**src/p2p_sqrt_cell.sv**
```systemverilog
// one digit cell of the pipelined integer square root
module p2p_sqrt_cell #(
    parameter int RW = 36,
    parameter int OW = 18
) (
    input  logic          i_clk,
    input  logic          i_en,
    input  logic [RW-1:0] i_rad,
    input  logic [OW+1:0] i_rem,
    input  logic [OW-1:0] i_root,
    output logic [RW-1:0] o_rad,
    output logic [OW+1:0] o_rem,
    output logic [OW-1:0] o_root
);
    logic [RW-1:0] r_rad;
    logic [OW+1:0] r_rem;
    logic [OW-1:0] r_root;
    logic [OW+3:0] w_t;
    logic [OW+3:0] w_trial;
    logic [OW+3:0] w_diff;
    logic [OW+1:0] n_rem;
    logic [OW-1:0] n_root;

    always_comb begin
        w_t = {i_rem, i_rad[RW-1:RW-2]};
        w_trial = {2'b00, i_root, 2'b01};
        w_diff = w_t - w_trial;
        if (w_t >= w_trial) begin
            n_rem = w_diff[OW+1:0];
            n_root = {i_root[OW-2:0], 1'b1};
        end else begin
            n_rem = w_t[OW+1:0];
            n_root = {i_root[OW-2:0], 1'b0};
        end
    end

    always_ff @(posedge i_clk) begin
        if (i_en) begin
            r_rad <= {i_rad[RW-3:0], 2'b00};
            r_rem <= n_rem;
            r_root <= n_root;
        end
    end

    assign o_rad = r_rad;
    assign o_rem = r_rem;
    assign o_root = r_root;
endmodule

```
**config.mk**
```make
export PLATFORM = sky130hd
export DESIGN_NAME = p2p_sqrt_cell
export DESIGN_NICKNAME = d
export VERILOG_FILES = /design/src/p2p_sqrt_cell.sv
export SDC_FILE = /design/constraint.sdc
export NUM_CORES = 1
export LEC_CHECK = 0
export BUFFER_PORTS_ARGS = -buffer_cell sky130_fd_sc_hd__buf_4
export CAP_MARGIN = 25
export CORE_MARGIN = 2
export CORE_UTILIZATION = 48
export DETAILED_ROUTE_END_ITERATION = 8
export HOLD_SLACK_MARGIN = 0.03
export PLACE_DENSITY = 0.79
export SLEW_MARGIN = 10
export SYNTH_ARGS = -nofsm -noshare
export SYNTH_HDL_FRONTEND = slang
export SYNTH_SLANG_ARGS = --single-unit
```
**constraint.sdc**
```tcl
create_clock -name i_clk -period 4.14 [get_ports i_clk]
set_clock_uncertainty 0.05 [all_clocks]
set_input_delay 1.242 -clock i_clk [delete_from_list [all_inputs] [get_ports i_clk]]
set_output_delay 1.242 -clock i_clk [all_outputs]
set_load 0.005 [all_outputs]
```
==> metrics.cfg <==
[timing]
setup_viol=0
holdWs_ns=1.03
hold_viol=0
timing.final.max_slew_violations=0
fin_crit_sh_pct=82.3
grt_setup_unrepaired=false
tightest_slew_ns=0.896
maxSlewHeadroom_pct=40.3
finalCriticalPeriod_ns=3.41
tns_ns=0
fmax_mhz=294

[floorplanning]
num_rows=31
ios=150
core-area_um2=7290
die_w_um=90.8
fp.dieH_um=90.8
dieArea_um2=8240
start_util_pct=49.6

[pwr]
power.density_nw_per_um2=372
p_leak_nw=2.20
ir_drop_mv=0.183
p_comb_share_pct=25.0
power.switching_w=0.000477
switching_share_pct=25.8
pwr-share-seq_pct=49.6
clock_power_share_pct=25.4
p_int_w=0.00137

[final_layout]
drive_above_1_share_pct=44.2
antenna_cells=0
area_growth_pct=37.5
final_cell_mix=buf_4, edfxtp_1, inv_1
final_util_pct=68.2
nets=517
mostFrequentLayoutCell=buf_4

[clock_network]
cts_tree=built
numCtsBuffers=9
clockBufferDepth=2
htree_levels=3
cts_hold_buf=0
clk_pin_slew_ns=0.07
cts_setup_buffers=0
clkSinkCount=72
cts.repair.resized=0
cts_root_buf=clkbuf_8

[yosys]
syn_area_um2=3610
avgSynthCellArea_um2=13.6
ys_ff_latch=72
seq_area_frac_synth_pct=59.8
synth_top_area_share_pct=59.8
synth-main-ff-cell=edfxtp_1
synthTopCellsByArea=edfxtp_1, mux2_4, ha_1, inv_1, xnor2_1
yosysTopAreaCell=edfxtp_1
yosys.cell_types.count=43
synth_warnings=0
synthCells=266
synth_edf_count=72
async_reset_ff_share_pct=0

[global_route]
grt_max_degree=73
grt_overflow_total=0
grt_pass1_wl_mm=12.6
grt_usage_pct=19.6
antenna_found_initial=0
grt_pass1_vias=2574

[worst_setup_path]
slowest_stage=ha_1
critPathLaunchType=input pin
cp_max_fo=14
required_ns=4.17
cp_cell_sequence=buf_4 > ha_1 > a21oi_2 > o21ai_1 > a211o_1 > a21o_1 > o211ai_2 > buf_4 > mux2_4
cp.arrival_ns=3.44
cp_common_cell=buf_4
cp-end-kind=register
cpPeakStageDelay_ns=0.40
critPathKind=in -> reg

[worst_hold_path]
hp-class=in -> reg

[placed_design]
place_hpwl_mm=6.14
io_buffers=147
gp_congestion=0.900

[routing]
drtIter0Drc=164
dr.pass1.iters=4
wl_per_cell_um=15.3
via_per_inst=5.11
postRouteAntennaNets=0
wl_mm=8.01
route.detailed.drc=0
vias=2676

[flow_run]
cap_violations=0

[run_status]
status=complete, no violations

cell families (layout without fill, tap and decap cells):
| logic type | Yosys count | in the layout | synth area share (%) |
|---|---|---|---|
| AOI/OAI and AO/OA | 54 | 54 | 10.1 |
| xor gates and xnor gates | 18 | 18 | 4.36 |
| adders and majority gates | 20 | 20 | 6.92 |
| buffers and inverters | 33 | 191 | 4.26 |
| DFF | 72 | 72 | 59.8 |
| muxes | 20 | 20 | 7.93 |
| other | 1 | 2 | 0.104 |
| and+or+nand+nor | 48 | 48 | 6.54 |
worst max-delay path, delay by kind of cell:
family | cells | cell delay (ns)
compound gates | 5 | 1.07
mux | 1 | 0.32
buf+inv | 2 | 0.42
fa+ha+maj | 1 | 0.40
final timing paths:
| kind | start | to | cells after the start | slack (ns) |
|---|---|---|---|---|
| max | i_rem[7] | o_rem[8] | 9 | 0.73 |
| min | i_rad[27] | o_rad[29] | 1 | 1.03 |
through the flow:
stage	power (W)	setup WS (ns)	std cells	area, um^2
2_1_floorplan	0.00117	0.692	267	3620
3_3_place_gp	0.00139	0.454	509	4810
3_5_place_dp	0.00140	0.390	509	4810
4_1_cts	0.00187	0.753	524	4970
5_1_grt	0.00194	0.648	524	4970
6_report	0.00185	0.734	524	4970
routing by layer:
| layer | up-vias | routed length (um) | part of all wire, % | track usage (%) |
|---|---|---|---|---|
| met5 | - | 0 | 0 | 0 |
| met4 | 0 | 117 | 1.5 | 7.32 |
| met3 | 10 | 601 | 7.5 | 5.51 |
| met2 | 122 | 3990 | 50 | 32.5 |
| met1 | 1242 | 3300 | 41 | 24.7 |
| li1 | 1302 | - | - | - |
flip-flops by register name (all words and copies together), names as in the netlist:
name and count:
o_rad 34, o_root 18, o_rem 20
cell type report:
| class | count | area (um^2) |
|---|---|---|
| Sequential cell | 72 | 2160 |
| Clock buffer | 9 | 124 |
| Timing Repair Buffer | 149 | 1120 |
| Multi-Input combinational cell | 162 | 1300 |
| Fill cell | 542 | 2320 |
| Clock inverter | 6 | 37.5 |
| Inverter | 27 | 101 |
| Tap cell | 99 | 124 |
cells in the mapped netlist, types with 2 or more instances:
library cell   n
o21ai_0        8
o21a_1         4
nor2b_1        2
a21oi_2        2
xor2_1         9
nand2_1        9
ha_1          20
a211oi_1       5
nor3_1         6
buf_6          3
a221o_1        2
o31ai_1        4
xnor2_1        9
nand3_1        6
nor2_1        12
o211ai_1       3
edfxtp_1      72
a21o_1         2
or3_1          2
nor4_1         4
inv_1         27
nand4_1        2
a21oi_1       15
buf_4          2
mux2_4        17
mux2i_1        2
power by group through the flow:
| stage | clock (W) | sequential (W) | combinational [W] |
|---|---|---|---|
| 2_1_floorplan | 0 | 0.000943 | 0.000231 |
| 3_3_place_gp | 0 | 0.000933 | 0.000455 |
| 3_5_place_dp | 0 | 0.000935 | 0.000466 |
| 4_1_cts | 0.000483 | 0.000920 | 0.000467 |
| 5_1_grt | 0.000510 | 0.000926 | 0.000501 |
| 6_report | 0.000469 | 0.000918 | 0.000463 |
Power figures use the tool's default switching activity.
