## config.mk

```make
export PLATFORM = sky130hd
export DESIGN_NAME = p2p_div_cell
export DESIGN_NICKNAME = d
export VERILOG_FILES = /design/src/p2p_div_cell.sv
export SDC_FILE = /design/constraint.sdc
export NUM_CORES = 1
export LEC_CHECK = 0
export BUFFER_PORTS_ARGS = -buffer_cell sky130_fd_sc_hd__buf_2
export CAP_MARGIN = 20
export CORE_ASPECT_RATIO = 0.6
export CORE_MARGIN = 2
export CORE_UTILIZATION = 54
export CTS_CLUSTER_SIZE = 24
export DETAILED_ROUTE_END_ITERATION = 12
export PLACE_DENSITY_LB_ADDON = 0.08
export SYNTH_ARGS = -nofsm -noshare
export SYNTH_HDL_FRONTEND = slang
export SYNTH_SLANG_ARGS = --single-unit
export TNS_END_PERCENT = 1
```

## constraint.sdc

```tcl
create_clock -name i_clk -period 8.1 [get_ports i_clk]
set_input_delay 2.025 -clock i_clk [delete_from_list [all_inputs] [get_ports i_clk]]
set_output_delay 2.025 -clock i_clk [all_outputs]
set_load 0.05 [all_outputs]
```

## src/p2p_div_cell.sv

```systemverilog
// one restoring step of the pipelined divider
module p2p_div_cell #(
    parameter int DW = 34,
    parameter int QW = 14
) (
    input  logic          i_clk,
    input  logic          i_en,
    input  logic [DW-1:0] i_d,
    input  logic [DW-1:0] i_rem,
    input  logic [QW-1:0] i_low,
    input  logic [QW-1:0] i_q,
    output logic [DW-1:0] o_d,
    output logic [DW-1:0] o_rem,
    output logic [QW-1:0] o_low,
    output logic [QW-1:0] o_q
);
    logic [DW:0]   w_t;
    logic [DW:0]   w_diff;
    logic [DW-1:0] n_rem;
    logic [QW-1:0] n_q;
    logic [DW-1:0] r_d;
    logic [DW-1:0] r_rem;
    logic [QW-1:0] r_low;
    logic [QW-1:0] r_q;

    always_comb begin
        w_t = {i_rem, i_low[QW-1]};
        w_diff = w_t - {1'b0, i_d};
        if (w_t >= {1'b0, i_d}) begin
            n_rem = w_diff[DW-1:0];
            n_q = {i_q[QW-2:0], 1'b1};
        end else begin
            n_rem = w_t[DW-1:0];
            n_q = {i_q[QW-2:0], 1'b0};
        end
    end

    always_ff @(posedge i_clk) begin
        if (i_en) begin
            r_d <= i_d;
            r_rem <= n_rem;
            r_low <= {i_low[QW-2:0], 1'b0};
            r_q <= n_q;
        end
    end

    assign o_d = r_d;
    assign o_rem = r_rem;
    assign o_low = r_low;
    assign o_q = r_q;
endmodule

```

==> run_results.csv <==
group,metric,value,unit
cts,cts_hold_repair.buffers,0,
cts,cts_num_sinks,95,
timing,period_share,64.3,%
timing,setup_viol,0,
critical_path,cpPeakStageDelay,0.77,ns
critical_path,critical_path_buf_inv_count,3,
routing,route.antenna.remaining_nets,0,
final_layout,diodes_inserted,0,
timing,worstMarginPinSlew,0.849,ns
die,ios,194,
die,rows,27,
routing,vias_per_instance,5.42,
die,die-width,131,µm
die,floorplan.die_area,10500,µm²
cts,root_buffer,"sky130_fd_sc_hd__clkbuf_16",
pwr,sw_frac_of_total,34.8,%
final_layout,fin_area,6600,µm²
routing,detail_route.drc_violations,0,
critical_path,crit_family,"compound AO/OA/AOI/OAI gates",
grt,grt_max_degree,96,
cts,cts_buffers,9,
critical_path,crit_path_end_kind,"register",
timing,slew-limit-headroom,43.3,%
die,die_y,80.3,µm
logic_synthesis,yosys-top-cells-area,"sky130_fd_sc_hd__edfxtp_1 (54%), sky130_fd_sc_hd__ha_1 (8.1%), sky130_fd_sc_hd__o21ai_0 (4.2%)",
logic_synthesis,synth_common_cells,"sky130_fd_sc_hd__edfxtp_1 (95), sky130_fd_sc_hd__nand2_1 (52), sky130_fd_sc_hd__o21ai_0 (44)",
logic_synthesis,asyncSetResetFlopFracSynth,0,%
logic_synthesis,post-synth-top-area-cell,"sky130_fd_sc_hd__edfxtp_1",
pwr,power.density_cell_area,234,nW/µm²
grt,grt_antenna_before_repair,1,
cts,clock_tree_from_tritoncts,"built",
routing,dr.first_iter.drc_count,290,
cts,cts_buffer_depth,2,
timing,layout_min_cycle_time,5.20,ns
pwr,p_leak,2.90,nW
pwr,power.internal,1.01,mW
critical_path,critical_path.max_fanout,34,
timing,final-hold-violation-count,0,
logic_synthesis,ys_types,57,
status,run_status,"completed",
pwr,power.share.combinational,30.0,%
routing,route.vias.total,4301,
critical_path,most_frequent_cell_on_critical_path,"sky130_fd_sc_hd__a21o_1",
logic_synthesis,yosysTopAreaCellShare,54.5,%
logic_synthesis,commonest_register_cell_after_synthesis,"sky130_fd_sc_hd__edfxtp_1",
final_layout,final.fill_count,681,
timing,final_critical_path_setup_slack,2.90,ns
final_layout,post_route_cells_drive_above_1_share,33.3,%
logic_synthesis,synth_nets,609,
run,max_cap_viol_count,0,
timing,achievable-frequency,0.192,GHz
logic_synthesis,syn-instance-count,476,
pwr,irDropWorstVdd,138,µV
cts,cts_htree_levels,3,
logic_synthesis,ys.warnings.count,0,
grt,gr-usage-all-layers,23.5,%
final_layout,layout.nets,791,
critical_path,critPathKind,"in -> reg",
routing,1st_pass_router_iterations,5,
timing,rsz_0062_raised_after_global_routing,"no",
logic_synthesis,count_of_flip_flops_with_a_built_in_enable_after_synthesis,95,
placement,gp_congestion,0.898,
pwr,netSwitchingPower,0.538,mW
cts,post_cts.resized_instances,0,
logic_synthesis,post_synth.cell_area_avg,11.0,µm²
routing,avgRoutedWirePerCell,15.4,µm
die,placeableCoreArea,9290,µm²
placement,dpl_worst_slack,2.59,ns
cts,cts.clk_slew.worst_paths,0.07,ns
critical_path,cp-start-kind,"primary input",
placement,placed_cell_area,6250,µm²
placement,place_hpwl,9.06,mm
pwr,seq_power_share,39.9,%
final_layout,post-route-util,71.0,%
logic_synthesis,synthMostInstantiatedCell,"sky130_fd_sc_hd__edfxtp_1",
pwr,p_clk_share,30.0,%
cts,cts.repair_timing.setup_buffer_count,0,
routing,routed_wirelength,12.2,mm
timing,report.final.slew_viol_count,0,
final_layout,area.growth.synth_to_final,25.9,%
grt,first_global_vias,4122,
critical_path,worstPathCellList,"buf_2 -> inv_1 -> ha_1 -> a21o_1 -> a21o_1 -> a21oi_2 -> o211ai_1 -> a2111oi_0 -> a21boi_4 -> buf_4 -> mux2_1",
critical_path,critPathArrivalTime,5.30,ns
placement,portBuffers,191,
logic_synthesis,synth_sequential_area_ratio,54.5,%
critical_path,crit_slowest_cell,"sky130_fd_sc_hd__a21boi_4",
critical_path,critPathRequiredTime,8.19,ns
grt,grt_first_pass_wirelength,19.6,mm
logic_synthesis,cell_area_synth,5240,µm²
logic_synthesis,synth.ff_latch_count,95,
grt,grt_overflow,0,
timing,final.setup.tns,0,ns
min_path,hold_path.class,"in -> reg",
die,initial_utilization,56.4,%
routing by layer:
layer / global-route usage [%] / share of wire [%] / up-vias
met4: 5.54 / 1.1 / 2
met2: 37.9 / 45 / 179
li1: - / - / 2098
met3: 7.39 / 8.4 / 16
met1: 31.5 / 46 / 2006
met5: 0 / 0.090 / -
path summary, 6_finish.rpt:
path,start,to,slack (ns),cells past startpoint
max,i_d[26],o_rem[13],2.90,11
min,i_low[11],o_low[12],1.85,1
per-stage QoR:
step	hold WS, ns	std cells	total power, mW
3_5_place_dp	2.20	776	1.09
4_1_cts	1.84	792	1.55
6_report	1.85	793	1.55
3_3_place_gp	2.20	776	1.08
5_1_grt	1.84	793	1.61
2_1_floorplan	2.12	476	0.974
power groups by stage:
stage	Sequential [mW]	Clock, mW	Combinational [mW]
2_1_floorplan	0.818	0	0.156
3_3_place_gp	0.628	0	0.451
3_5_place_dp	0.628	0	0.459
4_1_cts	0.618	0.470	0.462
5_1_grt	0.623	0.487	0.495
6_report	0.617	0.464	0.464
logic make-up (layout without fill, tap and decap cells):
family | count (synthesis) | in the layout | share of synthesized area (%)
AOI/OAI and AO/OA | 131 | 131 | 15.7
and+or+nand+nor | 117 | 117 | 10.2
DFF | 95 | 95 | 54.5
buffers and inverters | 64 | 251 | 5.40
adders and majority gates | 35 | 35 | 8.51
xor gates and xnor gates | 29 | 29 | 4.85
muxes | 4 | 4 | 0.860
other | 1 | 1 | 0.0716
layout by cell type (no fill, tap or decap), types with 3 or more instances in the layout:
cell type and instances:
sky130_fd_sc_hd__o21bai_1 4, sky130_fd_sc_hd__and2_1 4, sky130_fd_sc_hd__xnor2_1 16, sky130_fd_sc_hd__edfxtp_1 95, sky130_fd_sc_hd__a31oi_1 3, sky130_fd_sc_hd__nor3_1 6
sky130_fd_sc_hd__a21oi_1 32, sky130_fd_sc_hd__and3_1 3, sky130_fd_sc_hd__a211oi_1 3, sky130_fd_sc_hd__clkbuf_16 9, sky130_fd_sc_hd__o21ai_0 44, sky130_fd_sc_hd__o211ai_1 4
sky130_fd_sc_hd__nand2b_1 4, sky130_fd_sc_hd__nand4_1 9, sky130_fd_sc_hd__mux2_2 3, sky130_fd_sc_hd__a21o_1 11, sky130_fd_sc_hd__nand2_1 52, sky130_fd_sc_hd__ha_1 34
sky130_fd_sc_hd__xor2_1 13, sky130_fd_sc_hd__nand3_1 7, sky130_fd_sc_hd__buf_2 190, sky130_fd_sc_hd__o21ai_1 4, sky130_fd_sc_hd__o31ai_1 4, sky130_fd_sc_hd__or3_1 3
sky130_fd_sc_hd__inv_1 41, sky130_fd_sc_hd__o21a_1 3, sky130_fd_sc_hd__nor2_1 22
state kept, by name, summed over array words and instances, names as in the netlist:
signal,cells
o_d,34
o_low,13
o_q,14
o_rem,34
final cells by class:
type	instances	area, µm²	area share, %
well taps	130	163	2.47
clock buffers	9	225	3.41
multi-input cells	317	2110	32.0
repair buffers	193	986	14.9
flip-flops and latches	95	2850	43.3
inverters	42	158	2.39
clock inverters	7	103	1.56
(Power assumes the default switching activity.)
