**config.mk**
```make
export PLATFORM = sky130hd
export DESIGN_NAME = p2p_cordic_pre
export DESIGN_NICKNAME = d
export VERILOG_FILES = /design/src/p2p_pkg.sv /design/src/p2p_cordic_pre.sv
export SDC_FILE = /design/constraint.sdc
export NUM_CORES = 1
export LEC_CHECK = 0
export ABC_AREA = 1
export BUFFER_PORTS_ARGS = -buffer_cell sky130_fd_sc_hd__buf_2
export CORE_MARGIN = 1
export CORE_UTILIZATION = 40
export DETAILED_ROUTE_END_ITERATION = 12
export GPL_TIMING_DRIVEN = 1
export PLACE_DENSITY = 0.75
export SLEW_MARGIN = 0
export SYNTH_ARGS = -nofsm -noshare
export SYNTH_HDL_FRONTEND = slang
export SYNTH_SLANG_ARGS = --single-unit
export TNS_END_PERCENT = 5
```
**constraint.sdc**
```tcl
create_clock -name i_clk -period 1.4 [get_ports i_clk]
set_input_delay 0.07 -clock i_clk [delete_from_list [all_inputs] [get_ports i_clk]]
set_output_delay 0.07 -clock i_clk [all_outputs]
set_load 0.1 [all_outputs]
```
**src/p2p_pkg.sv**
```systemverilog
// shared constants, types and helpers for the lidar point to panorama pixel block
package p2p_pkg;

    localparam int CORDIC_STEPS_DEF = 16;
    localparam int COORD_BITS_DEF   = 18;

    localparam int ANG_W      = 16;
    localparam int ATAN_DEPTH = 24;
    localparam int DIV_Q      = 14;
    localparam int PIX_VW     = DIV_Q + 3;

    localparam int WIDTH_W = 13;
    localparam int HEIGHT_W = 12;
    localparam int MINR_W  = 14;
    localparam int CFG_IDX_W = 2;
    localparam int CFG_DATA_W = 14;

    localparam int COL_W = 12;
    localparam int ROW_W = 11;
    localparam int COL_MAX = 4095;
    localparam int ROW_MAX = 2047;

    localparam logic signed [ANG_W-1:0] HALF_PI_Q13 = 16'sd12868;
    localparam logic [15:0] TWO_PI_Q13 = 16'd51472;
    localparam int PRESCALE_SH = 8;

    localparam logic [CFG_IDX_W-1:0] CFG_IDX_WIDTH  = 2'd0;
    localparam logic [CFG_IDX_W-1:0] CFG_IDX_HEIGHT = 2'd1;
    localparam logic [CFG_IDX_W-1:0] CFG_IDX_MINR   = 2'd2;

    localparam logic [WIDTH_W-1:0]  RST_WIDTH  = 13'd1920;
    localparam logic [HEIGHT_W-1:0] RST_HEIGHT = 12'd960;
    localparam logic [MINR_W-1:0]   RST_MINR   = 14'd300;

    typedef logic signed [ANG_W-1:0] t_ang;

    localparam t_ang ATAN_Q13 [ATAN_DEPTH] = '{
        16'sd6434, 16'sd3798, 16'sd2007, 16'sd1019, 16'sd511, 16'sd256,
        16'sd128, 16'sd64, 16'sd32, 16'sd16, 16'sd8, 16'sd4,
        16'sd2, 16'sd1, 16'sd0, 16'sd0, 16'sd0, 16'sd0,
        16'sd0, 16'sd0, 16'sd0, 16'sd0, 16'sd0, 16'sd0
    };

    // clamp to [0, size-1], then to the field maximum
    function automatic logic [WIDTH_W-1:0] clamp_pix(
        input logic signed [PIX_VW-1:0] v,
        input logic [WIDTH_W-1:0] size,
        input logic [WIDTH_W-1:0] fmax
    );
        logic signed [PIX_VW-1:0] hi;
        logic signed [PIX_VW-1:0] t;
        hi = (size == '0) ? '0 : ($signed({4'b0, size}) - 17'sd1);
        t = v;
        if (t > hi) begin
            t = hi;
        end
        if (t < 0) begin
            t = '0;
        end
        if (t > $signed({4'b0, fmax})) begin
            t = $signed({4'b0, fmax});
        end
        return t[WIDTH_W-1:0];
    endfunction

endpackage

```
**src/p2p_cordic_pre.sv**
```systemverilog
// prescale and quadrant fold ahead of the cordic vectoring chain
module p2p_cordic_pre #(
    parameter int IW = 19,
    parameter int XW = 29
) (
    input  logic                    i_clk,
    input  logic                    i_en,
    input  logic signed [IW-1:0]    i_a,
    input  logic signed [IW-1:0]    i_b,
    output logic signed [XW-1:0]    o_xv,
    output logic signed [XW-1:0]    o_yv,
    output p2p_pkg::t_ang           o_ang
);
    import p2p_pkg::*;

    logic signed [XW-1:0] w_xa;
    logic signed [XW-1:0] w_yb;
    logic signed [XW-1:0] n_xv;
    logic signed [XW-1:0] n_yv;
    t_ang n_ang;
    logic signed [XW-1:0] r_xv;
    logic signed [XW-1:0] r_yv;
    t_ang r_ang;

    always_comb begin
        w_xa = $signed({{(XW-IW){i_a[IW-1]}}, i_a}) <<< PRESCALE_SH;
        w_yb = $signed({{(XW-IW){i_b[IW-1]}}, i_b}) <<< PRESCALE_SH;
        n_xv = w_xa;
        n_yv = w_yb;
        n_ang = '0;
        if (w_xa < 0) begin
            if (w_yb >= 0) begin
                n_xv = w_yb;
                n_yv = -w_xa;
                n_ang = HALF_PI_Q13;
            end else begin
                n_xv = -w_yb;
                n_yv = w_xa;
                n_ang = -HALF_PI_Q13;
            end
        end
    end

    always_ff @(posedge i_clk) begin
        if (i_en) begin
            r_xv <= n_xv;
            r_yv <= n_yv;
            r_ang <= n_ang;
        end
    end

    assign o_xv = r_xv;
    assign o_yv = r_yv;
    assign o_ang = r_ang;
endmodule

```
==> impl_metrics.py <==
metrics = {
    "outcome": {
        "status": "finished, violations left",
        "violations": "design-rule violations",
    },
    "floorplanning": {
        "core_sq_mm": 0.007214,
        "dieArea_sq_mm": 0.007793,
        "io_pins": 114,
        "die_w_microns": 88.28,
        "num_rows": 31,
        "die_h_microns": 88.28,
        "initial_core_util_pct": 41.28,
    },
    "global_routing": {
        "grt_pass1_wl_microns": 10670,
        "antenna_found_initial": 0,
        "grt_usage_pct": 18.00,
        "grt_overflow": 0,
        "grt_pass1_vias": 2273,
        "grt_start_max_net_pins": 46,
    },
    "synthesis": {
        "syn_inst": 361,
        "yosysTopAreaCell": "edfxtp_1",
        "ys_ff_latch": 45,
        "synth_area_sq_mm": 0.002978,
        "ys_seq_area_share_pct": 45.38,
        "synth_area_leaders": "edfxtp_1 (45%), nand2_1 (13%), buf_4 (7.3%)",
        "synth-warning-count": 0,
        "synthDominantCellAreaShare_pct": 45.38,
        "postSynthAreaPerCell_sq_um": 8.249,
        "synth_cell_types": 33,
    },
    "final_layout": {
        "instances_no_fill": 548,
        "final_nets": 491,
        "diodes": 0,
        "area_growth_pct": 18.11,
        "final_util_pct": 48.75,
        "drive_gt1_share_pct": 28.95,
    },
    "worst_setup_path": {
        "slowest_delay_ns": 0.46,
        "critical_path_class": "flop to primary output",
        "crit_chain": "buf_2",
        "critPathMaxFanout": 9,
        "worst-path-buf-inv": 1,
        "critPathSlowestCell": "buf_2",
        "end_kind": "primary output",
        "cp.required_ns": 1.33,
        "crit_arrival_ns": 1.21,
        "cp-start-kind": "flop",
        "path_delay_family": "buffers and inverters",
    },
    "sta": {
        "timing.hold.ws_ns": 0.07420,
        "report.final.slew_viol_count": 0,
        "setup_viol": 0,
        "fmax_ghz": 0.7839,
        "finalCritPeriodShare_pct": 91.12,
        "min_period_ns": 1.276,
        "rsz0062_at_grt": "true",
        "hold_violations": 0,
    },
    "placed_design": {
        "dpl.cell_count": 541,
        "dp_hpwl_microns": 5216,
        "routabilityCongestion": 0.9172,
        "port_buffers": 95,
    },
    "clock_network": {
        "clock-sinks": 45,
        "postCtsSetupBuffers": 0,
        "path_clk_slew_ns": 0.08,
        "ctsHtreeMaxLevel": 2,
        "cts_root_buf": "clkbuf_8",
        "ctsHoldBuffers": 0,
        "numCtsBuffers": 5,
        "clk_path_buf_depth": 2,
        "cts_tree": "built",
    },
    "pwr": {
        "irDropWorstVdd_mv": 0.5377,
        "cellPowerDensity_mw_per_mm2": 1305,
        "p_leak_nw": 1.667,
    },
    "drt": {
        "vias": 2601,
        "wl_per_cell_microns": 12.55,
        "firstDrtPassIters": 9,
        "drc": 2,
        "final_antenna_net_count": 0,
        "first_iter_violations": 198,
        "dr_wl_met2_microns": 3401,
        "wl_microns": 6878,
        "wl_met3_microns": 424,
        "m1WireLength_microns": 2933,
        "topRoutingLayerUsed": "met4",
        "via_per_inst": 4.746,
    },
    "run": {
        "max-cap-violations": 0,
    },
    "hold_path": {
        "min_path_type": "input port to flop",
    },
}
-- through the flow --
step                setup WS, ns  total power, mW  cell area (sq um)  TNS (ns)
finish                    0.1244            4.589               3517         0
global route           -0.006252            4.753               3517  -0.02072
CTS                      0.09767            4.615               3517         0
detailed placement       0.04264            3.669               3413         0
global placement         0.09637            3.655               3413         0
floorplan                -0.1351            3.416               3049    -1.233
-- cell type report --
class	instances	area, sq um
inverters	30	115.1
clock inverters	2	35.03
fillers	700	3697
repair buffers	103	548.0
multi-input cells	264	1275
clock buffers	5	68.82
flip-flops and latches	45	1351
well taps	99	123.9
-- synthesized netlist by cell type --
cell type      number
nand2_1           102
edfxtp_1           45
nand3_1            39
nor2_1             30
buf_4              29
inv_1              27
o21ai_0            27
o21ai_1             8
xor2_1              7
xnor2_1             5
clkbuf_1            4
nand2_2             4
nand2_4             4
buf_6               3
nor2_2              3
a21oi_2             2
buf_2               2
dlygate4sd1_1       2
ha_1                2
inv_2               2
nor2_4              2
a21oi_1             1
clkbuf_8            1
conb_1              1
inv_4               1
nand3b_1            1
nor2_8              1
nor3_1              1
o211ai_1            1
o21ai_2             1
o221ai_1            1
o22ai_1             1
or2_1               1
-- layout by cell type, fill, tap and decap left out, drive strengths merged --
cell	count
a21oi	3
buf	103
bufinv	1
clkbuf	5
clkinv	1
conb	20
edfxtp	45
ha	2
inv	30
nand2	110
nand3	39
nand3b	1
nor2	36
nor3	1
o211ai	1
o21ai	36
o221ai	1
o22ai	1
or2	1
xnor2	5
xor2	7
-- layer usage --
| layer | global-route usage [%] | up-vias |
|---|---|---|
| met5 | 0 | - |
| met4 | 5.865 | 0 |
| met3 | 3.265 | 8 |
| met2 | 30.70 | 114 |
| met1 | 23.14 | 1175 |
| li1 | - | 1304 |
-- where the power goes --
group          internal, mW  switching [mW]  total, mW
registers              1.63          0.0336       1.67
clock network         0.519           0.429      0.948
logic                 0.282            1.69       1.97
-- timing repair --
item / 4_1_cts / 5_1_grt
endpoints found under the setup margin: 0 / 5
hold endpoints to repair: 0 / 0
gates resized for setup: 0 / 0
-- cell families (layout without fill, tap and decap cells) --
kind of cell             Yosys count  count (layout)  share of synthesized area, %
AO/OA/AOI/OAI                     42              42                         7.689
XOR/XNOR                          12              12                         3.529
adder cells (fa/ha/maj)            2               2                        0.8402
buffers and inverters             71             140                         14.20
flip-flops                        45              45                         45.38
other                              1              20                        0.1259
AND/OR/NAND/NOR                  188             188                         28.24
-- sequential cells by signal, summed over array words and instances, names as in the netlist --
signal,flops
o_xv,21
o_yv,21
o_ang,3
-- worst min-delay path, delay by kind of cell --
kind / cells / cell delay [ns]
and+or+nand+nor: 1 / 0.04
buffers and inverters: 1 / 0.09
AOI/OAI and AO/OA: 1 / 0.06
-- worst paths after layout --
| kind | cells past startpoint | endpoint | from |
|---|---|---|---|
| worst max-delay path | 1 | o_ang[10] | o_ang[14] |
| worst min-delay path | 3 | o_xv[8] | i_b[0] |
Note: power is estimated with default switching activity, not from simulation.
