`config.mk`:
```
export PLATFORM = sky130hd
export DESIGN_NAME = p2p_cordic_cell
export DESIGN_NICKNAME = d
export VERILOG_FILES = /design/src/p2p_pkg.sv /design/src/p2p_cordic_cell.sv
export SDC_FILE = /design/constraint.sdc
export NUM_CORES = 1
export LEC_CHECK = 0
export BUFFER_PORTS_ARGS = -buffer_cell sky130_fd_sc_hd__buf_2
export CAP_MARGIN = 15
export CORE_MARGIN = 2
export CORE_UTILIZATION = 30
export CTS_BUF_LIST = sky130_fd_sc_hd__clkbuf_16
export DETAILED_ROUTE_END_ITERATION = 8
export MAX_ROUTING_LAYER = met4
export PLACE_DENSITY_LB_ADDON = 0.25
export SLEW_MARGIN = 20
export SYNTH_ARGS = -nofsm -noshare
export SYNTH_HDL_FRONTEND = slang
export SYNTH_SLANG_ARGS = --single-unit
```
`constraint.sdc`:
```
create_clock -name i_clk -period 4.79 [get_ports i_clk]
set_clock_uncertainty 0.1 [all_clocks]
set_input_delay 0.958 -clock i_clk [delete_from_list [all_inputs] [get_ports i_clk]]
set_output_delay 0.958 -clock i_clk [all_outputs]
set_load 0.005 [all_outputs]
```
`src/p2p_pkg.sv`:
```
// shared constants, types and helpers for the lidar point to panorama pixel block
package p2p_pkg;

    localparam int CORDIC_STEPS_DEF = 16;
    localparam int COORD_BITS_DEF   = 18;

    localparam int ANG_W      = 16;
    localparam int ATAN_DEPTH = 24;
    localparam int DIV_Q      = 14;
    localparam int PIX_VW     = DIV_Q + 3;

    localparam int WIDTH_W = 13;
    localparam int HEIGHT_W = 12;
    localparam int MINR_W  = 14;
    localparam int CFG_IDX_W = 2;
    localparam int CFG_DATA_W = 14;

    localparam int COL_W = 12;
    localparam int ROW_W = 11;
    localparam int COL_MAX = 4095;
    localparam int ROW_MAX = 2047;

    localparam logic signed [ANG_W-1:0] HALF_PI_Q13 = 16'sd12868;
    localparam logic [15:0] TWO_PI_Q13 = 16'd51472;
    localparam int PRESCALE_SH = 8;

    localparam logic [CFG_IDX_W-1:0] CFG_IDX_WIDTH  = 2'd0;
    localparam logic [CFG_IDX_W-1:0] CFG_IDX_HEIGHT = 2'd1;
    localparam logic [CFG_IDX_W-1:0] CFG_IDX_MINR   = 2'd2;

    localparam logic [WIDTH_W-1:0]  RST_WIDTH  = 13'd1920;
    localparam logic [HEIGHT_W-1:0] RST_HEIGHT = 12'd960;
    localparam logic [MINR_W-1:0]   RST_MINR   = 14'd300;

    typedef logic signed [ANG_W-1:0] t_ang;

    localparam t_ang ATAN_Q13 [ATAN_DEPTH] = '{
        16'sd6434, 16'sd3798, 16'sd2007, 16'sd1019, 16'sd511, 16'sd256,
        16'sd128, 16'sd64, 16'sd32, 16'sd16, 16'sd8, 16'sd4,
        16'sd2, 16'sd1, 16'sd0, 16'sd0, 16'sd0, 16'sd0,
        16'sd0, 16'sd0, 16'sd0, 16'sd0, 16'sd0, 16'sd0
    };

    // clamp to [0, size-1], then to the field maximum
    function automatic logic [WIDTH_W-1:0] clamp_pix(
        input logic signed [PIX_VW-1:0] v,
        input logic [WIDTH_W-1:0] size,
        input logic [WIDTH_W-1:0] fmax
    );
        logic signed [PIX_VW-1:0] hi;
        logic signed [PIX_VW-1:0] t;
        hi = (size == '0) ? '0 : ($signed({4'b0, size}) - 17'sd1);
        t = v;
        if (t > hi) begin
            t = hi;
        end
        if (t < 0) begin
            t = '0;
        end
        if (t > $signed({4'b0, fmax})) begin
            t = $signed({4'b0, fmax});
        end
        return t[WIDTH_W-1:0];
    endfunction

endpackage

```
`src/p2p_cordic_cell.sv`:
```
// one vectoring iteration of the cordic chain
module p2p_cordic_cell #(
    parameter int XW = 29,
    parameter int STEP = 0
) (
    input  logic                 i_clk,
    input  logic                 i_en,
    input  logic signed [XW-1:0] i_xv,
    input  logic signed [XW-1:0] i_yv,
    input  p2p_pkg::t_ang        i_ang,
    output logic signed [XW-1:0] o_xv,
    output logic signed [XW-1:0] o_yv,
    output p2p_pkg::t_ang        o_ang
);
    import p2p_pkg::*;

    logic signed [XW-1:0] w_dx;
    logic signed [XW-1:0] w_dy;
    logic signed [XW-1:0] n_xv;
    logic signed [XW-1:0] n_yv;
    t_ang n_ang;
    logic signed [XW-1:0] r_xv;
    logic signed [XW-1:0] r_yv;
    t_ang r_ang;

    always_comb begin
        w_dx = i_yv >>> STEP;
        w_dy = i_xv >>> STEP;
        if (!i_yv[XW-1]) begin
            n_xv = i_xv + w_dx;
            n_yv = i_yv - w_dy;
            n_ang = i_ang + ATAN_Q13[STEP];
        end else begin
            n_xv = i_xv - w_dx;
            n_yv = i_yv + w_dy;
            n_ang = i_ang - ATAN_Q13[STEP];
        end
    end

    always_ff @(posedge i_clk) begin
        if (i_en) begin
            r_xv <= n_xv;
            r_yv <= n_yv;
            r_ang <= n_ang;
        end
    end

    assign o_xv = r_xv;
    assign o_yv = r_yv;
    assign o_ang = r_ang;
endmodule

```
==> results of run 1 <==
-- cells by family (layout without fill, tap and decap cells) --
kind of cell	count (synthesis)	count (layout)	share of synthesized area, %
xor+xnor	65	65	7.38
fa+ha+maj	101	101	16.8
flops	73	73	28.4
mux	11	11	1.43
buf+inv	142	288	7.24
simple gates	231	231	14.6
compound gates	287	287	24.2
-- report_power, final --
part	switching [mW]	internal, mW	leakage, nW
Sequential	0.0254	0.849	0.714
Clock	0.261	0.504	0.164
Combinational	0.594	0.390	3.17
Total	0.880	1.74	4.05
-- worst paths after layout --
kind / startpoint / endpoint / cells past startpoint
worst min-delay path: i_ang[0] / o_ang[0] / 1
worst max-delay path: i_xv[11] / o_xv[26] / 10
-- Yosys cell counts (all sizes together) (4+ instances only) --
| cell | number | area [µm²] |
|---|---|---|
| nand4 | 5 | 31.3 |
| nor2 | 83 | 312 |
| nand3 | 25 | 125 |
| mux2i | 11 | 110 |
| nor3 | 26 | 135 |
| fa | 4 | 80.1 |
| edfxtp | 73 | 2190 |
| o211ai | 9 | 67.6 |
| and2 | 4 | 25.0 |
| a211oi | 8 | 60.1 |
| nand2b | 7 | 43.8 |
| a2111oi | 4 | 53.8 |
| nor4 | 10 | 62.6 |
| xnor2 | 61 | 534 |
| o311ai | 6 | 60.1 |
| buf | 20 | 100 |
| clkbuf | 15 | 56.3 |
| o2111ai | 4 | 35.0 |
| ha | 97 | 1210 |
| or3 | 8 | 55.1 |
| a21oi | 99 | 499 |
| o21a | 11 | 82.6 |
| a22oi | 4 | 35.0 |
| a31oi | 13 | 81.3 |
| and3 | 4 | 25.0 |
| inv | 105 | 394 |
| xor2 | 4 | 35.0 |
| nand2 | 37 | 139 |
| a21o | 16 | 120 |
| o21ai | 58 | 290 |
| o21bai | 15 | 113 |
| nor2b | 12 | 75.1 |
| o31ai | 10 | 88.8 |
-- final cells by class --
class                           count  area [µm²]  area share (%)
Multi-Input combinational cell    695        4960            54.1
Clock buffer                        9         225            2.46
Clock inverter                      7         110            1.20
Tap cell                          330         413            4.50
Sequential cell                    73        2190            23.9
Inverter                          107         402            4.38
Timing Repair Buffer              165         866            9.44
-- flip-flops by register name, indices dropped and copies added, names as in the netlist --
register / cells
o_xv: 28
o_ang: 16
o_yv: 29
-- metal layers --
metal / vias up / routed length [µm] / GRT usage [%]
met5: - / 0 / -
met4: 0 / 206 / 3.87
met3: 21 / 1710 / 2.47
met2: 282 / 10400 / 27.1
met1: 3412 / 12500 / 27.5
li1: 3540 / - / -
-- stage by stage --
stage | utilization [%] | setup WS, ns | cell area (µm²) | instances
finish | 36.4 | 0.783 | 9170 | 1386
global route | 36.4 | 0.680 | 9170 | 1386
CTS | 36.4 | 0.886 | 9170 | 1386
detailed placement | 35.1 | 0.539 | 8830 | 1370
global placement | 35.1 | 0.516 | 8830 | 1370
floorplan | - | 0.908 | 7710 | 910
==> parameters.txt, run 1 <==
Parameter                              Value

Run status
  Result of the run ... complete, no violations

Synthesis
  Sequential element share of the synthesized area ... 28.4%
  Net count after synthesis ... about 1.1k
  Number of instances in the synthesized netlist ... 910
  Flip-flop and latch count after synthesis ... 73
  Mean cell area of the mapped netlist ... between 8 and 9 µm²
  Share of synthesized flip-flops with an asynchronous set or reset ... 0%
  Number of synthesis warnings ... 0
  Number of flops mapped to enable cells by yosys ... 73
  Distinct cell type count after synthesis ... 74
  Main synth FF type ... edfxtp_1
  Netlist area before placement ... 7710 µm²

Timing
  Maximum operating frequency ... 250 MHz
  Final critical delay including setup and external delays ... 4.01 ns
  Worst slack on hold paths ... ~0.7 ns
  Worst relative slew slack ... 35.9%
  Endpoints failing setup ... 0
  Slew at the pin with the worst max-slew slack ... 0.961 ns
  Final Slew Violations ... 0
  Share of the clock period used by the worst path after layout ... a little over four fifths
  Number of hold-slack violations in the final timing report ... 0
  RSZ-0062 raised after global routing ... false
  Sum Neg Setup Slack ... 0 ns

CTS
  CTS buffer count ... 9
  Setup Buffers After CTS ... 0
  Post-CTS Hold Fix Bufs ... 0
  Clock tree from TritonCTS ... yes
  Count of cells resized by post-cts repair ... 0
  Maximum number of buffers from clock root to sink ... 2
  Clock Tree Root ... clkbuf_16
  Clock Pin Slew Worst Setup and Hold Paths ... roughly 0.06 ns
  Sinks on the clock net ... 73
  Number of H-tree levels ... 3

Die
  Starting utilization of the core area ... between 30 and 40%
  Die width ... 164 µm
  Core region area ... ~25000 µm²
  Die height ... 164 µm
  Number of I/O pins ... 150
  Standard-cell row count ... 58
  Total Die Area ... 27000 µm²

Global route
  Maximum number of pins on one net before global-route repair ... 74
  GRT Residual Overflow ... 0
  Number of antenna violations at the first check in global routing ... 0
  Wire length of the first global-routing pass ... 37800 µm
  All-Layer GR Usage ... about a fifth
  Number of global-route vias before repair ... approximately 6.9k

Setup path
  Chain of cells forming the critical path ... buf_2, inv_1, ha_1, nand4_1, or3_1, o41ai_1, a31oi_1, o21ai_0, a2111o_1, o2111ai_1
  Bufs and invs on worst path ... 2
  Worst Path Arrival ... about 4.0 ns
  Crit Path Max Fanout ... 13
  Kind of cell adding the most delay to the critical path ... compound AO/OA/AOI/OAI gates
  Worst-path cell with the longest stage delay ... o41ai_1
  Required time of the critical path ... approximately 4.8 ns
  Worst Setup Start Kind ... primary input
  Largest stage delay, worst path ... 0.60 ns
  Worst Setup Path Type ... primary input to flop
  Kind of end point of the critical path ... flop

Final layout
  Syn-to-layout area delta ... 18.9%
  Antenna fix cells ... 0
  Most frequent cells in the layout ... buf_2, inv_1, a21oi_1, ha_1, nor2_1
  Final #Nets ... 1228
  Most common library cell in the layout ignoring fill and taps ... buf_2
  Layout fillers ... 2640
  Layout cells sized above 1 ... 18.8%

Hold path
  Class of the most critical hold timing path ... primary input to flop

Placed design
  Detailed placer's ending HPWL ... 20100 µm
  Final Wtd Congestion ... between 0.9 and 1
  Port-buffer cells ... 149

Route
  Total iterations of the first detailed-routing run ... 5
  DRC violations left ... 0
  Routed wire length ... around 25000 µm
  Via density ... 5.23
  Drt wl/cell ... 17.9 µm
  Number of nets still failing antenna checks after routing ... 0
  DR iter-0 viols ... between 600 and 700
  Total number of vias ... 7255

Run
  Maximum capacitance violations ... 0

Pwr
  Leakage power of the design ... 4.05 nW
  Power density of the placed cells ... approximately 290 nW/µm²
  Final Total Pwr ... between 2 and 3 mW
  Worst ir drop on vdd ... 186 µV
Note: power is estimated with default switching activity, not from simulation.
==> run 2, diff against run 1 <==
--- a/config.mk
+++ b/config.mk
@@ -5,6 +5,7 @@
 export SDC_FILE = /design/constraint.sdc
 export NUM_CORES = 1
 export LEC_CHECK = 0
+export ABC_AREA = 1
 export BUFFER_PORTS_ARGS = -buffer_cell sky130_fd_sc_hd__buf_2
 export CAP_MARGIN = 15
 export CORE_MARGIN = 2
==> constraint.sdc (replaced) <==
create_clock -name i_clk -period 3.3 [get_ports i_clk]
set_clock_uncertainty 0.1 [all_clocks]
set_input_delay 0.66 -clock i_clk [delete_from_list [all_inputs] [get_ports i_clk]]
set_output_delay 0.66 -clock i_clk [all_outputs]
set_load 0.005 [all_outputs]
==> run 2 against run 1 <==
Effect of this change:
- global-route usage up 1.5 points
- area after synthesis rose by 27%
- via count grew 38%
- synthesized cell count is 72% higher
- first-iteration DRC count down 10%
- clock-buffer cell count unchanged
- critical endpoint is now o_yv[28]
==> parameters.txt, run 2 <==
Parameter                              Value

Synthesis
  Flip-flop and latch count after synthesis ... 73 (unchanged)
  Number of flops mapped to enable cells by yosys ... 73 (unchanged)
  Sequential element share of the synthesized area ... 22.3% (-6.1 points)
  Netlist area before placement ... 9830 µm² (+27%)
  Main synth FF type ... edfxtp_1
  Post-synth top cells ... nand2_1, inv_1, nand3_1
  Number of instances in the synthesized netlist ... 1567 (+72%)
  Number of synthesis warnings ... 0 (unchanged)
  Main area contributors after synthesis ... edfxtp_1, nand2_1, ha_1, inv_1, nand3_1
  Net count after synthesis ... 1744 (+60%)
  Most numerous cell in the Yosys netlist ... nand2_1
  Cell type with the highest aggregate area in the netlist ... edfxtp_1
  Post-synth top area share ... 22.3% (-6.1 points)
  Distinct cell type count after synthesis ... 38 (-49%)
  Mean cell area of the mapped netlist ... 6.27 µm² (-26%)
  Share of synthesized flip-flops with an asynchronous set or reset ... 0% (unchanged)

Route
  DRC violations left ... 0 (unchanged)
  Via density ... 4.68 (-11%)
  Total iterations of the first detailed-routing run ... 6 (+1)
  Number of nets still failing antenna checks after routing ... 0 (unchanged)
  DR iter-0 viols ... 601 (-10%)
  Drt wl/cell ... 15.6 µm (-13%)
  Total number of vias ... 10.0k (+38%)
  Routed wire length ... 33400 µm (+35%)

Pwr
  Worst ir drop on vdd ... 250 µV (+34%)
  Leakage power of the design ... 6.20 nW (+53%)
  Power density of the placed cells ... 351 nW/µm² (+23%)

Setup path
  Required time of the critical path ... 3.31 ns (-1.44 ns)
  Worst Setup Start Kind ... primary input
  Worst-path cell with the longest stage delay ... o21ai_0
  Chain of cells forming the critical path ... buf_2, inv_1, ha_1, o21ai_0, a21oi_1, nand2_1, nand2_1, nand3_1, nand2_1, nand3_1, nand2_1
  Crit Path Max Fanout ... 10 (-3)
  Bufs and invs on worst path ... 2 (unchanged)
  Worst Path Arrival ... 2.76 ns (-1.21 ns)
  Worst Setup Path Type ... primary input to flop
  Kind of cell adding the most delay to the critical path ... compound AO/OA/AOI/OAI gates
  Largest stage delay, worst path ... 0.72 ns (+0.12 ns)
  Kind of end point of the critical path ... flop
  Cell repeated most along the worst path ... nand2_1

Placed design
  Port-buffer cells ... 149 (unchanged)
  Final Wtd Congestion ... 0.957 (+0.81%)
  Worst setup slack before clock tree synthesis ... 0.181 ns (-0.358 ns)
  Detailed placer's ending HPWL ... 28100 µm (+40%)

Timing
  Worst relative slew slack ... 46.9% (+11 points)
  Number of hold-slack violations in the final timing report ... 0 (unchanged)
  Sum Neg Setup Slack ... 0 ns (unchanged)
  Slew at the pin with the worst max-slew slack ... 0.788 ns (-0.174 ns)
  RSZ-0062 raised after global routing ... false
  Maximum operating frequency ... 363 MHz
  Final Slew Violations ... 0 (unchanged)
  Endpoints failing setup ... 0 (unchanged)
  Share of the clock period used by the worst path after layout ... between 80 and 90%
  Setup slack of the critical path after layout ... 0.541 ns (-0.241 ns)
  Final critical delay including setup and external delays ... 2.76 ns

CTS
  Clock Tree Root ... clkbuf_16
  Sinks on the clock net ... 73 (unchanged)
  Number of H-tree levels ... 3 (unchanged)
  CTS buffer count ... 9 (unchanged)
  Count of cells resized by post-cts repair ... 0 (unchanged)
  Clock Pin Slew Worst Setup and Hold Paths ... 0.06 ns (about the same)
  Setup Buffers After CTS ... 0 (unchanged)
  Maximum number of buffers from clock root to sink ... 2 (unchanged)
  Clock tree from TritonCTS ... yes
  Post-CTS Hold Fix Bufs ... 0 (unchanged)

Global route
  GRT Residual Overflow ... 0 (unchanged)
  Wire length of the first global-routing pass ... 51100 µm (+35%)
  All-Layer GR Usage ... 20.2% (+1.5 points)
  Number of global-route vias before repair ... 9644 (+41%)
  Maximum number of pins on one net before global-route repair ... 57 (-23%)
  Number of antenna violations at the first check in global routing ... 0 (unchanged)

Final layout
  Antenna fix cells ... 0 (unchanged)
  Most common library cell in the layout ignoring fill and taps ... nand2_1
  Final #Nets ... 1873 (+53%)
  Number of flip-flops under the largest register name ... 29 (unchanged)
  Syn-to-layout area delta ... 13.8%
  Most frequent cells in the layout ... nand2_1, inv_1, buf_2, nand3_1, ha_1
  Layout cells sized above 1 ... 14.2% (-4.7 points)
  Layout fillers ... 3634 (+38%)
  Final core utilization ... 34.6% (-1.9 points)

Run status
  Result of the run ... complete, no violations

Die
  Standard-cell row count ... 66 (+14%)
  Number of I/O pins ... 150 (unchanged)
  Die width ... 185 µm (+13%)
  Total Die Area ... 34200 µm² (+27%)
  Core region area ... 32400 µm² (+29%)
  Starting utilization of the core area ... 30.4% (-0.27 points)
  Die height ... 185 µm (+13%)

Hold path
  Class of the most critical hold timing path ... primary input to flop

Run
  Maximum capacitance violations ... 0 (unchanged)
## run 2: logic make-up (layout without fill, tap and decap cells)
| kind of cell | Yosys count | count (layout) | synth area share [%] |
|---|---|---|---|
| and+or+nand+nor | 833 | 833 | 36.6 |
| buffers and inverters | 355 | 489 | 15.2 |
| AOI/OAI and AO/OA | 167 | 167 | 9.36 |
| adders and majority gates | 101 | 101 | 13.2 |
| DFF | 73 | 73 | 22.3 |
| xor gates and xnor gates | 36 | 36 | 3.21 |
| muxes | 2 | 2 | 0.204 |
## run 2: cell type report
type | count | area, µm² | area share (%)
Tap cell | 442 | 553 | 4.94
Clock inverter | 7 | 70.1 | 0.626
Inverter | 318 | 1190 | 10.7
Timing Repair Buffer | 155 | 806 | 7.20
Multi-Input combinational cell | 1139 | 6150 | 54.9
Sequential cell | 73 | 2190 | 19.6
Clock buffer | 9 | 225 | 2.01
## run 2: path summary, 6_finish.rpt
path | from | to | cells past startpoint
max | i_xv[17] | o_yv[28] | 11
min | i_ang[0] | o_ang[0] | 1
## run 2: routing by layer
| metal | global-route usage (%) | vias to the layer above | share of wire, % |
|---|---|---|---|
| met4 | 8.63 | 0 | 3.5 |
| met2 | 33.0 | 271 | 46 |
| met5 | - | - | 0 |
| met3 | 2.46 | 51 | 4.4 |
| li1 | - | 5140 | - |
| met1 | 25.1 | 4563 | 47 |
## run 2: where the power goes
part	total [mW]	switching, mW	internal (mW)
clock network	1.04	0.453	0.585
registers	1.24	0.0350	1.20
logic	1.65	1.10	0.556
total	3.93	1.59	2.34
## run 2: metrics by stage
stage / hold WS, ns / area, µm² / total power [mW] / std cells
6_report: 0.382 / 11200 / 3.93 / 2143
5_1_grt: 0.379 / 11200 / 4.20 / 2143
4_1_cts: 0.371 / 11200 / 3.96 / 2143
3_5_place_dp: 0.745 / 10900 / 2.90 / 2127
3_3_place_gp: 0.742 / 10900 / 2.90 / 2127
2_1_floorplan: 0.659 / 9830 / 2.34 / 1567
==> run 3, diff against run 2 <==
--- a/config.mk
+++ b/config.mk
@@ -5,7 +5,7 @@
 export SDC_FILE = /design/constraint.sdc
 export NUM_CORES = 1
 export LEC_CHECK = 0
-export ABC_AREA = 1
+export ABC_AREA = 0
 export BUFFER_PORTS_ARGS = -buffer_cell sky130_fd_sc_hd__buf_2
 export CAP_MARGIN = 15
 export CORE_MARGIN = 2
==> constraint.sdc (replaced) <==
create_clock -name i_clk -period 2.5 [get_ports i_clk]
set_clock_uncertainty 0.1 [all_clocks]
set_input_delay 0.5 -clock i_clk [delete_from_list [all_inputs] [get_ports i_clk]]
set_output_delay 0.5 -clock i_clk [all_outputs]
set_load 0.005 [all_outputs]
==> run 3 against run 2 <==
Effect of this change:
- the run now ends with negative setup slack left
- via count decreased by 16%
- combinational power rose by 78%
- non-clock buffer count up 333
- final area rose by 17%
- final cell count shrank 20%
- routed wire length shrank 16%
- sequential share of layout area down 2.9 points
- utilization grew 18 points
- critical path depth is 2 higher
- global-route usage grew 0.97 points
- die area decreased by 21%
- power grew 55%
- critical path type unchanged
- highest routed layer unchanged
==> parameters.txt, run 3 (synthesized netlist as in run 1, its figures left out) <==
Parameter                              Value

Hold path
  Class of the most critical hold timing path ... primary input to flop
  Number of cells on the worst hold path ... 1 (unchanged)

Die
  Starting utilization of the core area ... 30.6% (+0.27 points)
  Core region area ... 25200 µm² (-22%)
  Number of I/O pins ... 150 (unchanged)
  Total Die Area ... 27000 µm² (-21%)
  Die width ... 164 µm (-11%)
  Die height ... 164 µm (-11%)
  Standard-cell row count ... 58 (-12%)

Pwr
  Internal Pwr Total ... 4.06 mW (+73%)
  Clock network power share ... 24.2% (-2.2 points)
  Power density of the placed cells ... 464 nW/µm² (+32%)
  Sequential share of power ... 27.5% (-3.9 points)
  Share of total power in combinational logic ... 48.3% (+6.2 points)
  Net switching power figure ... 2.03 mW (+28%)
  Worst ir drop on vdd ... 268 µV (+7.3%)
  Switching Share ... 33.3% (-7.1 points)
  Leakage power of the design ... 5.89 nW (-5.0%)

Setup path
  Worst Path Arrival ... 2.78 ns (+0.02 ns)
  Required time of the critical path ... 2.49 ns (-0.82 ns)
  Worst Setup Start Kind ... primary input
  Kind of end point of the critical path ... flop
  Worst Setup Path Type ... primary input to flop
  Crit Path Max Fanout ... 5 (-5)

Timing
  Final Slew Violations ... 0 (unchanged)
  Setup slack of the critical path after layout ... -0.292 ns (-0.834 ns)
  Slew at the pin with the worst max-slew slack ... 0.676 ns (-0.111 ns)
  Final critical delay including setup and external delays ... 2.79 ns
  Number of hold-slack violations in the final timing report ... 0 (unchanged)
  Endpoints failing setup ... 30 (+30)
  RSZ-0062 raised after global routing ... true
  Share of the clock period used by the worst path after layout ... 112%
  Worst slack on hold paths ... 0.248 ns (-0.134 ns)
  Maximum operating frequency ... 358 MHz
  Sum Neg Setup Slack ... -4.85 ns (-4.85 ns)
  Worst relative slew slack ... 54.9% (+8.0 points)

CTS
  Clock tree from TritonCTS ... yes
  Sinks on the clock net ... 73 (unchanged)
  CTS buffer count ... 9 (unchanged)
  Clock Tree Root ... clkbuf_16
  Maximum number of buffers from clock root to sink ... 2 (unchanged)
  Number of H-tree levels ... 3 (unchanged)
  Clock Pin Slew Worst Setup and Hold Paths ... 0.06 ns (about the same)
  Post-CTS Hold Fix Bufs ... 0 (unchanged)

Route
  Total iterations of the first detailed-routing run ... 6 (unchanged)
  Via density ... 4.90 (+4.8%)
  Total number of vias ... 8382 (-16%)
  DRC violations left ... 0 (unchanged)
  Number of nets still failing antenna checks after routing ... 0 (unchanged)
  DR iter-0 viols ... 628 (+4.5%)
  Drt wl/cell ... 16.5 µm (+6.0%)
  Routed wire length ... 28200 µm (-16%)

Final layout
  Number of flip-flops under the largest register name ... 29 (unchanged)
  Sequential cell area in the final layout ... 2190 µm² (unchanged)
  Syn-to-layout area delta ... 70.2%
  Area used by multi-input combinational logic ... 6170 µm² (+0.43%)
  Final core utilization ... 52.1% (+18 points)
  Final #Nets ... 1551 (-17%)
  Most frequent cells in the layout ... buf_4, buf_2, inv_1, nor2_1, edfxtp_1
  Layout fillers ... 2356 (-35%)
  Layout cells sized above 1 ... 50.9% (+37 points)
  Antenna fix cells ... 0 (unchanged)
  Most common library cell in the layout ignoring fill and taps ... buf_4

Run status
  Violations in the final reports ... negative setup slack
  Result of the run ... finished, violations left

Global route
  Number of global-route vias before repair ... 8166 (-15%)
  Wire length of the first global-routing pass ... 43300 µm (-15%)
  All-Layer GR Usage ... 21.1% (+0.97 points)
  Number of antenna violations at the first check in global routing ... 0 (unchanged)
  Maximum number of pins on one net before global-route repair ... 52 (-8.8%)
  GRT Residual Overflow ... 0 (unchanged)

Run
  Maximum capacitance violations ... 0 (unchanged)

Placed design
  Port-buffer cells ... 149 (unchanged)
  Detailed placer's ending HPWL ... 23100 µm (-18%)
  Final Wtd Congestion ... 0.947 (-1.0%)
==> run 3: cell count changes in the layout (fill, tap and decap cells not counted), sizes merged, moves of 26 or more <==
cell | before | now
nand3 | 144 | 25
inv | 317 | 104
xor2 | 30 | 4
buf | 155 | 487
xnor2 | 6 | 61
nand2 | 552 | 37
==> run 3: power by group through the flow <==
stage	Clock, mW	Sequential, mW	Combinational [mW]
2_1_floorplan	0	1.73	1.24
3_3_place_gp	0	1.70	2.51
3_5_place_dp	0	1.70	2.53
4_1_cts	1.50	1.68	2.78
5_1_grt	1.55	1.70	3.19
6_report	1.47	1.67	2.94
==> run 3: worst max-delay path: stages <==
cell       delay [ns]
buf_8            0.09
inv_6            0.03
ha_4             0.27
buf_12           0.11
inv_2            0.09
a2111oi_4        0.46
nor3_4           0.10
o31ai_4          0.26
buf_6            0.15
a21oi_2          0.06
or4_4            0.43
a22oi_2          0.15
xnor2_1          0.09
==> run 3: layout make-up <==
cell class | instances | area share (%)
multi-input combinational | 695 | 47.0
timing repair buffer | 488 | 27.2
sequential | 73 | 16.7
inverter | 107 | 3.43
tap | 330 | 3.14
clock buffer | 9 | 1.72
clock inverter | 7 | 0.829
==> run 3: metal layers <==
metal	part of all wire (%)	routed length, µm	GRT usage [%]	up-vias
met1	48	13700	30.2	3874
met2	44	12500	32.2	288
met3	6.2	1750	2.12	27
met5	0	0	-	-
li1	-	-	-	4193
met4	1.1	301	4.70	0
==> run 3: repair_timing <==
action,CTS,global route
pin swaps,77,68
setup endpoints to repair,40,47
gates resized for setup,148,90
setup buffers,25,13
==> run 3: through the flow <==
| step | std cells | setup WS, ns | total power [mW] | cell area [µm²] |
|---|---|---|---|---|
| 2_1_floorplan | 910 | -0.406 | 2.97 | 8200 |
| 3_3_place_gp | 1659 | -0.816 | 4.21 | 11400 |
| 3_5_place_dp | 1659 | -0.813 | 4.23 | 11400 |
| 4_1_cts | 1699 | -0.363 | 5.96 | 12600 |
| 5_1_grt | 1709 | -0.357 | 6.43 | 13100 |
| 6_report | 1709 | -0.292 | 6.09 | 13100 |
==> run 3: worst paths after layout <==
path	from	endpoint	slack (ns)
setup / recovery	i_xv[7]	o_yv[25]	-0.29
hold / removal	i_ang[0]	o_ang[0]	0.25
